`src/rtl/core/hcr_pkg.sv`:
```
`default_nettype none

package hcr_pkg;

  typedef enum logic [1:0] {
    MODE_SOLID  = 2'd0,
    MODE_DOTTED = 2'd1,
    MODE_HOLLOW = 2'd2,
    MODE_UNUSED = 2'd3
  } view_mode_t;

  typedef enum logic [1:0] {
    REG_VIEW_MODE   = 2'd0,
    REG_CLIP_TOP    = 2'd1,
    REG_CLIP_BOTTOM = 2'd2,
    REG_LEFT_EDGE   = 2'd3
  } reg_index_t;

  localparam logic CMD_PRIME = 1'b0;
  localparam logic CMD_PLOT  = 1'b1;

  localparam logic KIND_LINE = 1'b0;
  localparam logic KIND_DOT  = 1'b1;

endpackage

`default_nettype wire

```
`src/rtl/core/histogram_column_rasterizer.sv`:
```
`default_nettype none

// Spectrum plot column rasterizer. Each input beat carries one pixel column and the screen row
// of its value; tuser is the command (0 prime the previous row, 1 plot the column). Plot beats
// give zero, one or two drawing primitives clipped to rows clip_top..clip_bottom, in solid,
// dotted or hollow step mode. Primitives go out of a four-entry result queue one beat per
// cycle while out_tready is high; each is registered into the queue when its input beat is
// taken. The input takes one beat per cycle while at most two queued primitives remain; a
// hollow rising step that gives both a line and a dot puts two primitives in the queue, so a
// stream of those fills the queue and holds the input back. Configuration writes are taken
// in any cycle and must be made while the block is idle.
module histogram_column_rasterizer
  import hcr_pkg::*;
#(
  parameter int COORD_BITS = 12,
  parameter int ROW_BITS   = 16
) (
  input  wire logic                                       clk,
  input  wire logic                                       rst_n,
  // config write channel
  input  wire logic                                       cfg_valid,
  output logic                                            cfg_ready,
  input  wire logic [1:0]                                 cfg_index,
  input  wire logic [COORD_BITS-1:0]                      cfg_data,
  // input channel
  input  wire logic                                       in_tvalid,
  output logic                                            in_tready,
  // tdata: column, row_value (signed), zero pad
  input  wire logic [((COORD_BITS+ROW_BITS+7)/8)*8-1:0]   in_tdata,
  // tuser: cmd
  input  wire logic                                       in_tuser,
  // result channel
  output logic                                            out_tvalid,
  input  wire logic                                       out_tready,
  // tdata: out_column, row_from, row_to, zero pad
  output logic [((3*COORD_BITS+7)/8)*8-1:0]               out_tdata,
  // tuser: kind
  output logic                                            out_tuser,
  output logic                                            out_tlast
);

  localparam int IN_W  = ((COORD_BITS + ROW_BITS + 7) / 8) * 8;
  localparam int OUT_W = ((3 * COORD_BITS + 7) / 8) * 8;
  localparam int CW    = (ROW_BITS > COORD_BITS) ? ROW_BITS : COORD_BITS + 1;
  localparam int DEPTH = 4;

  typedef struct packed {
    logic                  kind;
    logic [COORD_BITS-1:0] col;
    logic [COORD_BITS-1:0] from;
    logic [COORD_BITS-1:0] to;
    logic                  last;
  } prim_t;

  view_mode_t            view_mode_r;
  logic [COORD_BITS-1:0] clip_top_r;
  logic [COORD_BITS-1:0] clip_bottom_r;
  logic [COORD_BITS-1:0] left_edge_r;
  logic [ROW_BITS-1:0]   prev_row_r;

  prim_t       queue_r [DEPTH];
  logic [1:0]  wr_ptr_r;
  logic [1:0]  rd_ptr_r;
  logic [2:0]  count_r;
  logic [2:0]  count_nxt;

  logic                  in_fire;
  logic                  out_fire;
  logic                  cfg_fire;
  logic                  cmd;
  logic [COORD_BITS-1:0] column;
  logic [ROW_BITS-1:0]   row_value;

  logic signed [CW-1:0]  ys;
  logic signed [CW-1:0]  lys;
  logic signed [CW-1:0]  top_s;
  logic signed [CW-1:0]  bot_s;

  prim_t      r0;
  prim_t      r1;
  logic [1:0] n_res;

  assign cfg_ready  = 1'b1;
  assign cfg_fire   = cfg_valid && cfg_ready;
  assign in_tready  = (count_r <= 3'(DEPTH - 2));
  assign in_fire    = in_tvalid && in_tready;
  assign out_tvalid = (count_r != 3'd0);
  assign out_fire   = out_tvalid && out_tready;

  assign cmd       = in_tuser;
  assign column    = in_tdata[COORD_BITS-1:0];
  assign row_value = in_tdata[COORD_BITS+ROW_BITS-1:COORD_BITS];

  assign ys    = CW'($signed(row_value));
  assign lys   = CW'($signed(prev_row_r));
  assign top_s = CW'($signed({1'b0, clip_top_r}));
  assign bot_s = CW'($signed({1'b0, clip_bottom_r}));

  always_comb begin
    logic signed [CW-1:0] c;
    logic signed [CW-1:0] a;
    logic signed [CW-1:0] b;
    prim_t                line_p;
    prim_t                dot_p;
    c      = ys;
    a      = lys;
    b      = ys;
    r0     = '0;
    r1     = '0;
    n_res  = 2'd0;
    line_p = '0;
    dot_p  = '0;
    if (cmd == CMD_PLOT) begin
      case (view_mode_r)
        MODE_SOLID: begin
          if (c < top_s) c = top_s;
          if (c > bot_s) c = bot_s;
          r0    = '{KIND_LINE, column, clip_bottom_r, c[COORD_BITS-1:0], 1'b1};
          n_res = 2'd1;
        end
        MODE_DOTTED: begin
          if (ys >= top_s && ys <= bot_s) begin
            r0    = '{KIND_DOT, column, ys[COORD_BITS-1:0], ys[COORD_BITS-1:0], 1'b1};
            n_res = 2'd1;
          end
        end
        MODE_HOLLOW: begin
          if (ys < lys) begin
            if (lys >= top_s && ys <= bot_s) begin
              a     = (lys > bot_s) ? bot_s : lys;
              b     = (ys < top_s) ? top_s : ys;
              r0    = '{KIND_LINE, column, a[COORD_BITS-1:0], b[COORD_BITS-1:0], 1'b1};
              n_res = 2'd1;
            end
          end else if (ys >= top_s && lys <= bot_s) begin
            a      = (lys < top_s) ? top_s : lys;
            b      = (ys > bot_s) ? bot_s : ys;
            line_p = '{KIND_LINE, column - COORD_BITS'(1), a[COORD_BITS-1:0],
                       b[COORD_BITS-1:0], 1'b0};
            dot_p  = '{KIND_DOT, column, b[COORD_BITS-1:0], b[COORD_BITS-1:0], 1'b1};
            if (column > left_edge_r) begin
              if (ys <= bot_s) begin
                r0    = line_p;
                r1    = dot_p;
                n_res = 2'd2;
              end else begin
                r0      = line_p;
                r0.last = 1'b1;
                n_res   = 2'd1;
              end
            end else if (ys <= bot_s) begin
              r0    = dot_p;
              n_res = 2'd1;
            end
          end
        end
        default: begin
          n_res = 2'd0;
        end
      endcase
    end
  end

  always_comb begin
    count_nxt = count_r;
    if (in_fire) count_nxt = count_nxt + {1'b0, n_res};
    if (out_fire) count_nxt = count_nxt - 3'd1;
  end

  always_ff @(posedge clk) begin
    if (!rst_n) begin
      view_mode_r   <= MODE_HOLLOW;
      clip_top_r    <= '0;
      clip_bottom_r <= '0;
      left_edge_r   <= '0;
      prev_row_r    <= '0;
      wr_ptr_r      <= '0;
      rd_ptr_r      <= '0;
      count_r       <= '0;
    end else begin
      if (cfg_fire) begin
        case (reg_index_t'(cfg_index))
          REG_VIEW_MODE:   view_mode_r   <= view_mode_t'(cfg_data[1:0]);
          REG_CLIP_TOP:    clip_top_r    <= cfg_data;
          REG_CLIP_BOTTOM: clip_bottom_r <= cfg_data;
          REG_LEFT_EDGE:   left_edge_r   <= cfg_data;
          default:         view_mode_r   <= view_mode_r;
        endcase
      end
      if (in_fire) begin
        prev_row_r <= row_value;
        wr_ptr_r   <= wr_ptr_r + n_res;
      end
      if (out_fire) rd_ptr_r <= rd_ptr_r + 2'd1;
      count_r <= count_nxt;
    end
  end

  always_ff @(posedge clk) begin
    if (in_fire && n_res != 2'd0) queue_r[wr_ptr_r] <= r0;
    if (in_fire && n_res == 2'd2) queue_r[wr_ptr_r + 2'd1] <= r1;
  end

  assign out_tdata = OUT_W'({queue_r[rd_ptr_r].to, queue_r[rd_ptr_r].from,
                             queue_r[rd_ptr_r].col});
  assign out_tuser = queue_r[rd_ptr_r].kind;
  assign out_tlast = queue_r[rd_ptr_r].last;

  logic unused_pad;
  assign unused_pad = ^{1'b0, in_tdata[IN_W-1:COORD_BITS+ROW_BITS-1]};

  a_count_bound: assert property (@(posedge clk) disable iff (!rst_n)
    count_r <= 3'(DEPTH))
    else $error("result queue overfilled");

  a_prime_silent: assert property (@(posedge clk) disable iff (!rst_n)
    in_fire && cmd == CMD_PRIME && !out_fire |=> count_r == $past(count_r))
    else $error("prime beat produced a primitive");

  a_solid_one: assert property (@(posedge clk) disable iff (!rst_n)
    in_fire && cmd == CMD_PLOT && view_mode_r == MODE_SOLID && !out_fire
      |=> count_r == $past(count_r) + 3'd1)
    else $error("solid bar did not give exactly one primitive");

  a_prev_row: assert property (@(posedge clk) disable iff (!rst_n)
    in_fire |=> prev_row_r == $past(row_value))
    else $error("previous row not loaded");

endmodule

`default_nettype wire

```
`config.mk`:
```
export PLATFORM = sky130hd
export DESIGN_NAME = histogram_column_rasterizer
export DESIGN_NICKNAME = d
export VERILOG_FILES = /design/src/rtl/core/hcr_pkg.sv /design/src/rtl/core/histogram_column_rasterizer.sv
export SDC_FILE = /design/constraint.sdc
export NUM_CORES = 1
export LEC_CHECK = 0
export ABC_AREA = 1
export ABC_CLOCK_PERIOD_IN_PS = 5700
export BUFFER_PORTS_ARGS = -buffer_cell sky130_fd_sc_hd__buf_2
export CAP_MARGIN = 15
export CORE_ASPECT_RATIO = 2
export CORE_MARGIN = 2
export CORE_UTILIZATION = 50
export CTS_BUF_LIST = sky130_fd_sc_hd__clkbuf_2
export DETAILED_ROUTE_END_ITERATION = 7
export HOLD_SLACK_MARGIN = 0.05
export PLACE_DENSITY = 0.68
export SETUP_SLACK_MARGIN = 0.02
export SLEW_MARGIN = 20
export SYNTH_ARGS = -nofsm -noshare
export SYNTH_HDL_FRONTEND = slang
export SYNTH_SLANG_ARGS = --single-unit
```
`constraint.sdc`:
```
create_clock -name clk -period 5.7 [get_ports clk]
set_clock_uncertainty 0.05 [all_clocks]
set_input_delay 0 -clock clk [delete_from_list [all_inputs] [get_ports clk]]
set_output_delay 0 -clock clk [all_outputs]
set_load 0.02 [all_outputs]
```
==> flow_summary.html <==
<table>
<tr><th>Metric</th><th>Value</th></tr>
<tr><th colspan="2">Logic synthesis</th></tr>
<tr><td>Area contributors post-synth</td><td>sky130_fd_sc_hd__edfxtp_1, sky130_fd_sc_hd__nand2_1, sky130_fd_sc_hd__dfxtp_1, sky130_fd_sc_hd__ha_1, sky130_fd_sc_hd__o21ai_0</td></tr>
<tr><td>Number of synthesized flops with an enable pin</td><td>approximately 150</td></tr>
<tr><td>Synth Warn #</td><td>0</td></tr>
<tr><td>Avg Inst Size Synth</td><td>approximately 7.3 µm²</td></tr>
<tr><td>Syn Std Cell Area</td><td>0.0149 mm²</td></tr>
<tr><td>Distinct cells, synth</td><td>44</td></tr>
<tr><td>Share of flip-flops with an asynchronous set or reset</td><td>0</td></tr>
<tr><td>Ys flop type</td><td>sky130_fd_sc_hd__edfxtp_1</td></tr>
<tr><td>Post-synthesis sequential area ratio</td><td>0.392</td></tr>
<tr><td>Number of storage elements in the synthesis netlist</td><td>approximately 220</td></tr>
<tr><td>Cell type with the largest total area after synthesis</td><td>sky130_fd_sc_hd__edfxtp_1</td></tr>
<tr><td>Synth top area share</td><td>0.307</td></tr>
<tr><td>Gate count of the mapped netlist</td><td>2039</td></tr>
<tr><th colspan="2">Drt</th></tr>
<tr><td>Routed wire length</td><td>~54000 µm</td></tr>
<tr><td>Detail Route Antenna Nets</td><td>0</td></tr>
<tr><td>Wirelength per Cell</td><td>around 21 µm</td></tr>
<tr><td>Residual DRC</td><td>0</td></tr>
<tr><td>First drt pass iteration count</td><td>6</td></tr>
<tr><td>Total via count in the routed design</td><td>~15000</td></tr>
<tr><td>Drt first-iter violations</td><td>~1400</td></tr>
<tr><td>Via-per-instance ratio</td><td>~6</td></tr>
<tr><th colspan="2">Clocking</th></tr>
<tr><td>H-tree Lvls</td><td>2</td></tr>
<tr><td>Number of buffers on the longest clock path</td><td>3</td></tr>
<tr><td>CTS clock-pin slew for the worst setup and hold paths</td><td>between 0.1 and 0.15 ns</td></tr>
<tr><td>Total clock sinks</td><td>roughly 220</td></tr>
<tr><td>Clock buffers created by TritonCTS</td><td>48</td></tr>
<tr><td>Root buf cell</td><td>sky130_fd_sc_hd__clkbuf_2</td></tr>
<tr><td>Worst skew pair latency</td><td>0.91 ns</td></tr>
<tr><td>Clock tree from TritonCTS</td><td>built</td></tr>
<tr><th colspan="2">Pwr</th></tr>
<tr><td>Switching power as a share of total power</td><td>0.429</td></tr>
<tr><td>Net load switching power</td><td>2.11 mW</td></tr>
<tr><td>Sequential share of power</td><td>0.374</td></tr>
<tr><td>Share of total power in combinational logic</td><td>0.415</td></tr>
<tr><td>Internal power</td><td>2.80 mW</td></tr>
<tr><td>Largest vdd supply drop</td><td>0.207 mV</td></tr>
<tr><td>Part of the total power dissipated in the clock network</td><td>0.211</td></tr>
<tr><td>Static Leakage</td><td>a little under 8 nW</td></tr>
<tr><td>Power per unit of standard cell area</td><td>about 290 mW/mm²</td></tr>
<tr><th colspan="2">Setup path</th></tr>
<tr><td>Critical path start-end classification</td><td>reg -&gt; reg</td></tr>
<tr><td>Most frequent cell on the critical path</td><td>sky130_fd_sc_hd__nand2_1</td></tr>
<tr><td>Cell with the largest stage delay on the worst path</td><td>sky130_fd_sc_hd__ha_2</td></tr>
<tr><td>Worst setup SP type</td><td>flip-flop</td></tr>
<tr><td>Delay of the slowest critical-path stage</td><td>between 0.6 and 0.7 ns</td></tr>
<tr><td>Worst r2r path cells</td><td>27</td></tr>
<tr><td>Crit path required time</td><td>roughly 6.5 ns</td></tr>
<tr><td>Critical-path maximum fanout</td><td>23</td></tr>
<tr><td>Reg-to-reg critical path startpoint</td><td>clip_top_r[1]$_SDFFE_PN0P_</td></tr>
<tr><td>Endpoint arrival time on the critical path</td><td>just over 6 ns</td></tr>
<tr><td>Reg-to-reg critical path endpoint</td><td>count_r[1]$_SDFF_PN0_</td></tr>
<tr><td>Setup slack of the worst register-to-register path</td><td>around 0.36 ns</td></tr>
<tr><td>CP Capture Type</td><td>flip-flop</td></tr>
<tr><th colspan="2">Run status</th></tr>
<tr><td>Status</td><td>completed</td></tr>
<tr><th colspan="2">STA</th></tr>
<tr><td>Setup repair after global routing missed its margin</td><td>false</td></tr>
<tr><td>Endpoints failing hold</td><td>0</td></tr>
<tr><td>Period Utilization, post-route</td><td>0.936</td></tr>
<tr><td>Peak Freq</td><td>0.187 GHz</td></tr>
<tr><td>Final-report setup violation count</td><td>0</td></tr>
<tr><td>Fin Setup TNS</td><td>0 ns</td></tr>
<tr><td>Max Transition Viols Final</td><td>0</td></tr>
<tr><td>Worst-margin pin slew</td><td>roughly 1.1 ns</td></tr>
<tr><td>Final min period</td><td>5.34 ns</td></tr>
<tr><td>Worst slew margin</td><td>0.263</td></tr>
<tr><th colspan="2">Placed design</th></tr>
<tr><td>Routability cong.</td><td>roughly 1.0</td></tr>
<tr><td>PortBufs</td><td>87</td></tr>
<tr><td>Total placed instance area</td><td>~0.016 mm²</td></tr>
<tr><td>HPWL after detailed placement</td><td>36700 µm</td></tr>
<tr><th colspan="2">Floorplan</th></tr>
<tr><td>Top-level I/O count</td><td>a little under 100</td></tr>
<tr><td>Die X</td><td>126 µm</td></tr>
<tr><td>Die boundary height</td><td>~250 µm</td></tr>
<tr><td>Starting density of the core</td><td>0.506</td></tr>
<tr><td>Core Box Area</td><td>between 0.02 and 0.03 mm²</td></tr>
<tr><td>Die Outline Area</td><td>about 0.031 mm²</td></tr>
<tr><td>FP Rows</td><td>89</td></tr>
<tr><th colspan="2">Min path</th></tr>
<tr><td>Startpoint of the lowest-slack hold path</td><td>in_tdata[20]</td></tr>
<tr><td>End point of the worst hold path</td><td>lys[8]$_SDFFE_PN0P_</td></tr>
<tr><td>Worst hold-check path type</td><td>in -&gt; reg</td></tr>
<tr><td>Hold Path Stages</td><td>4</td></tr>
<tr><th colspan="2">Cells and area</th></tr>
<tr><td>Layout-stage area growth over the synthesis result</td><td>15.1%</td></tr>
<tr><td>Layout Nets</td><td>approximately 2300</td></tr>
<tr><td>Share of layout cells above drive strength 1</td><td>0.105</td></tr>
<tr><td>Post-route cell area</td><td>0.0171 mm²</td></tr>
<tr><th colspan="2">GRT</th></tr>
<tr><td>Vias in the first global route</td><td>between 15000 and 20000</td></tr>
<tr><td>Number of antenna violations at the first check in global routing</td><td>1</td></tr>
<tr><td>Pin count of the biggest net entering global routing</td><td>77</td></tr>
<tr><td>Global-route wire length before repair</td><td>roughly 83000 µm</td></tr>
<tr><td>Total track usage</td><td>0.345</td></tr>
<tr><td>Total global routing overflow</td><td>0</td></tr>
<tr><th colspan="2">Run</th></tr>
<tr><td>Count of maximum capacitance violations</td><td>0</td></tr>
</table>
power groups by stage:
stage	clock network [mW]	logic [mW]	registers, mW
floorplan	0	1.29	1.86
global placement	0	1.87	1.87
detailed placement	0	1.90	1.87
CTS	1.04	1.99	1.83
global route	1.12	2.24	1.84
finish	1.03	2.04	1.84
stage by stage:
| step | worst slack, ns | cells | hold WS, ns | utilization | power, mW |
|---|---|---|---|---|---|
| after floorplan | 1.52 | 2042 | 0.0776 | - | 3.14 |
| after global placement | 0.742 | 2400 | 0.223 | 0.527 | 3.73 |
| after detailed placement | 0.678 | 2400 | 0.236 | 0.527 | 3.77 |
| after CTS | 0.258 | 2595 | 0.0550 | 0.582 | 4.87 |
| after global routing | 0.0356 | 2596 | 0.126 | 0.582 | 5.20 |
| final | 0.363 | 2597 | 0.109 | 0.582 | 4.90 |
timing repair:
item | in CTS | in global routing
hold endpoints to repair | 211 | 0
buffers inserted | 0 | 0
hold buffers | 116 | 0
endpoints found under the setup margin | 0 | 1
resized for setup | 0 | 1
worst max-delay path by stage:
stage	start	end	slack, ns	depth (start not counted)
floorplan	clip_bottom_r[11]$_SDFFE_PN0P_	count_r[2]$_SDFF_PN0_	1.52	29
global placement	clip_top_r[1]$_SDFFE_PN0P_	queue_r[3][10]$_DFFE_PP_	0.74	23
detailed placement	clip_top_r[1]$_SDFFE_PN0P_	queue_r[1][10]$_DFFE_PP_	0.68	23
CTS	clip_top_r[1]$_SDFFE_PN0P_	count_r[1]$_SDFF_PN0_	0.26	27
global route	clip_top_r[3]$_SDFFE_PN0P_	count_r[1]$_SDFF_PN0_	0.04	27
finish	clip_top_r[1]$_SDFFE_PN0P_	count_r[1]$_SDFF_PN0_	0.36	27
flip-flops by register name, indices dropped and copies added (netlist names), named ones only:
| signal | cells |
|---|---|
| clip_bottom_r | 12 |
| wr_ptr_r | 2 |
| left_edge_r | 12 |
| view_mode_r | 2 |
| count_r | 3 |
| lys | 16 |
| rd_ptr_r | 2 |
| queue_r | 152 |
| clip_top_r | 12 |
routing by layer:
layer | wire (µm) | vias up | global-route usage
met5 | 0 | - | 0
met3 | 3790 | 281 | 0.0576
met4 | 5560 | 0 | 0.313
met1 | 17400 | 7148 | 0.340
met2 | 27600 | 787 | 0.612
li1 | - | 7282 | -
cell usage in the layout, fill, tap and decap left out, types with 3 or more instances in the layout:
cell,synthesis,final
sky130_fd_sc_hd__xor2_1,7,7
sky130_fd_sc_hd__inv_2,7,8
sky130_fd_sc_hd__a21oi_1,130,130
sky130_fd_sc_hd__nand3_2,9,9
sky130_fd_sc_hd__buf_2,28,87
sky130_fd_sc_hd__clkbuf_2,0,61
sky130_fd_sc_hd__clkinv_1,3,12
sky130_fd_sc_hd__o22ai_1,40,40
sky130_fd_sc_hd__conb_1,2,5
sky130_fd_sc_hd__o211ai_1,9,9
sky130_fd_sc_hd__dlygate4sd3_1,0,116
sky130_fd_sc_hd__ha_1,94,93
sky130_fd_sc_hd__o21ai_1,7,7
sky130_fd_sc_hd__nor2_1,191,188
sky130_fd_sc_hd__nand3_1,117,117
sky130_fd_sc_hd__dfxtp_1,63,62
sky130_fd_sc_hd__edfxtp_1,152,152
sky130_fd_sc_hd__buf_4,20,34
sky130_fd_sc_hd__inv_1,151,150
sky130_fd_sc_hd__a21o_1,3,3
sky130_fd_sc_hd__nand2_2,5,6
sky130_fd_sc_hd__nor3_1,7,7
sky130_fd_sc_hd__nor2_4,1,3
sky130_fd_sc_hd__nand2_1,577,575
sky130_fd_sc_hd__clkinv_2,1,5
sky130_fd_sc_hd__o21ai_0,202,202
sky130_fd_sc_hd__nand4_1,108,108
sky130_fd_sc_hd__buf_12,0,4
cell usage after synthesis (all sizes together), types with 4 or more instances:
cell type	number
dfxtp	63
edfxtp	152
o21ai	209
inv	158
a21oi	130
nand2	582
nand3	126
clkbuf	72
o211ai	9
buf	59
o22ai	40
nand4	110
clkinv	4
nor3	9
ha	94
nor2	193
xor2	7
worst max-delay path: cells and delay by family (launching register included):
kind | cells | cell delay (ns)
buf+inv | 7 | 1.09
flops | 1 | 0.34
fa+ha+maj | 5 | 1.82
compound gates | 7 | 1.26
simple gates | 8 | 0.73
cells by family after synthesis:
kind of cell	synth area share
flip-flops	0.392
AO/OA/AOI/OAI	0.140
buffers and inverters	0.0839
other	0.000505
adder cells (fa/ha/maj)	0.0804
XOR/XNOR	0.00471
AND/OR/NAND/NOR	0.299
cell type report:
type | count | area, µm²
sequential | 215 | 5830
clock buffer | 61 | 305
clock inverter | 18 | 140
timing repair buffer | 241 | 1930
inverter | 162 | 609
tap | 364 | 455
antenna | 2 | 5.00
multi-input combinational | 1534 | 7840
fill | 2725 | 12300
(Power assumes the default switching activity.)
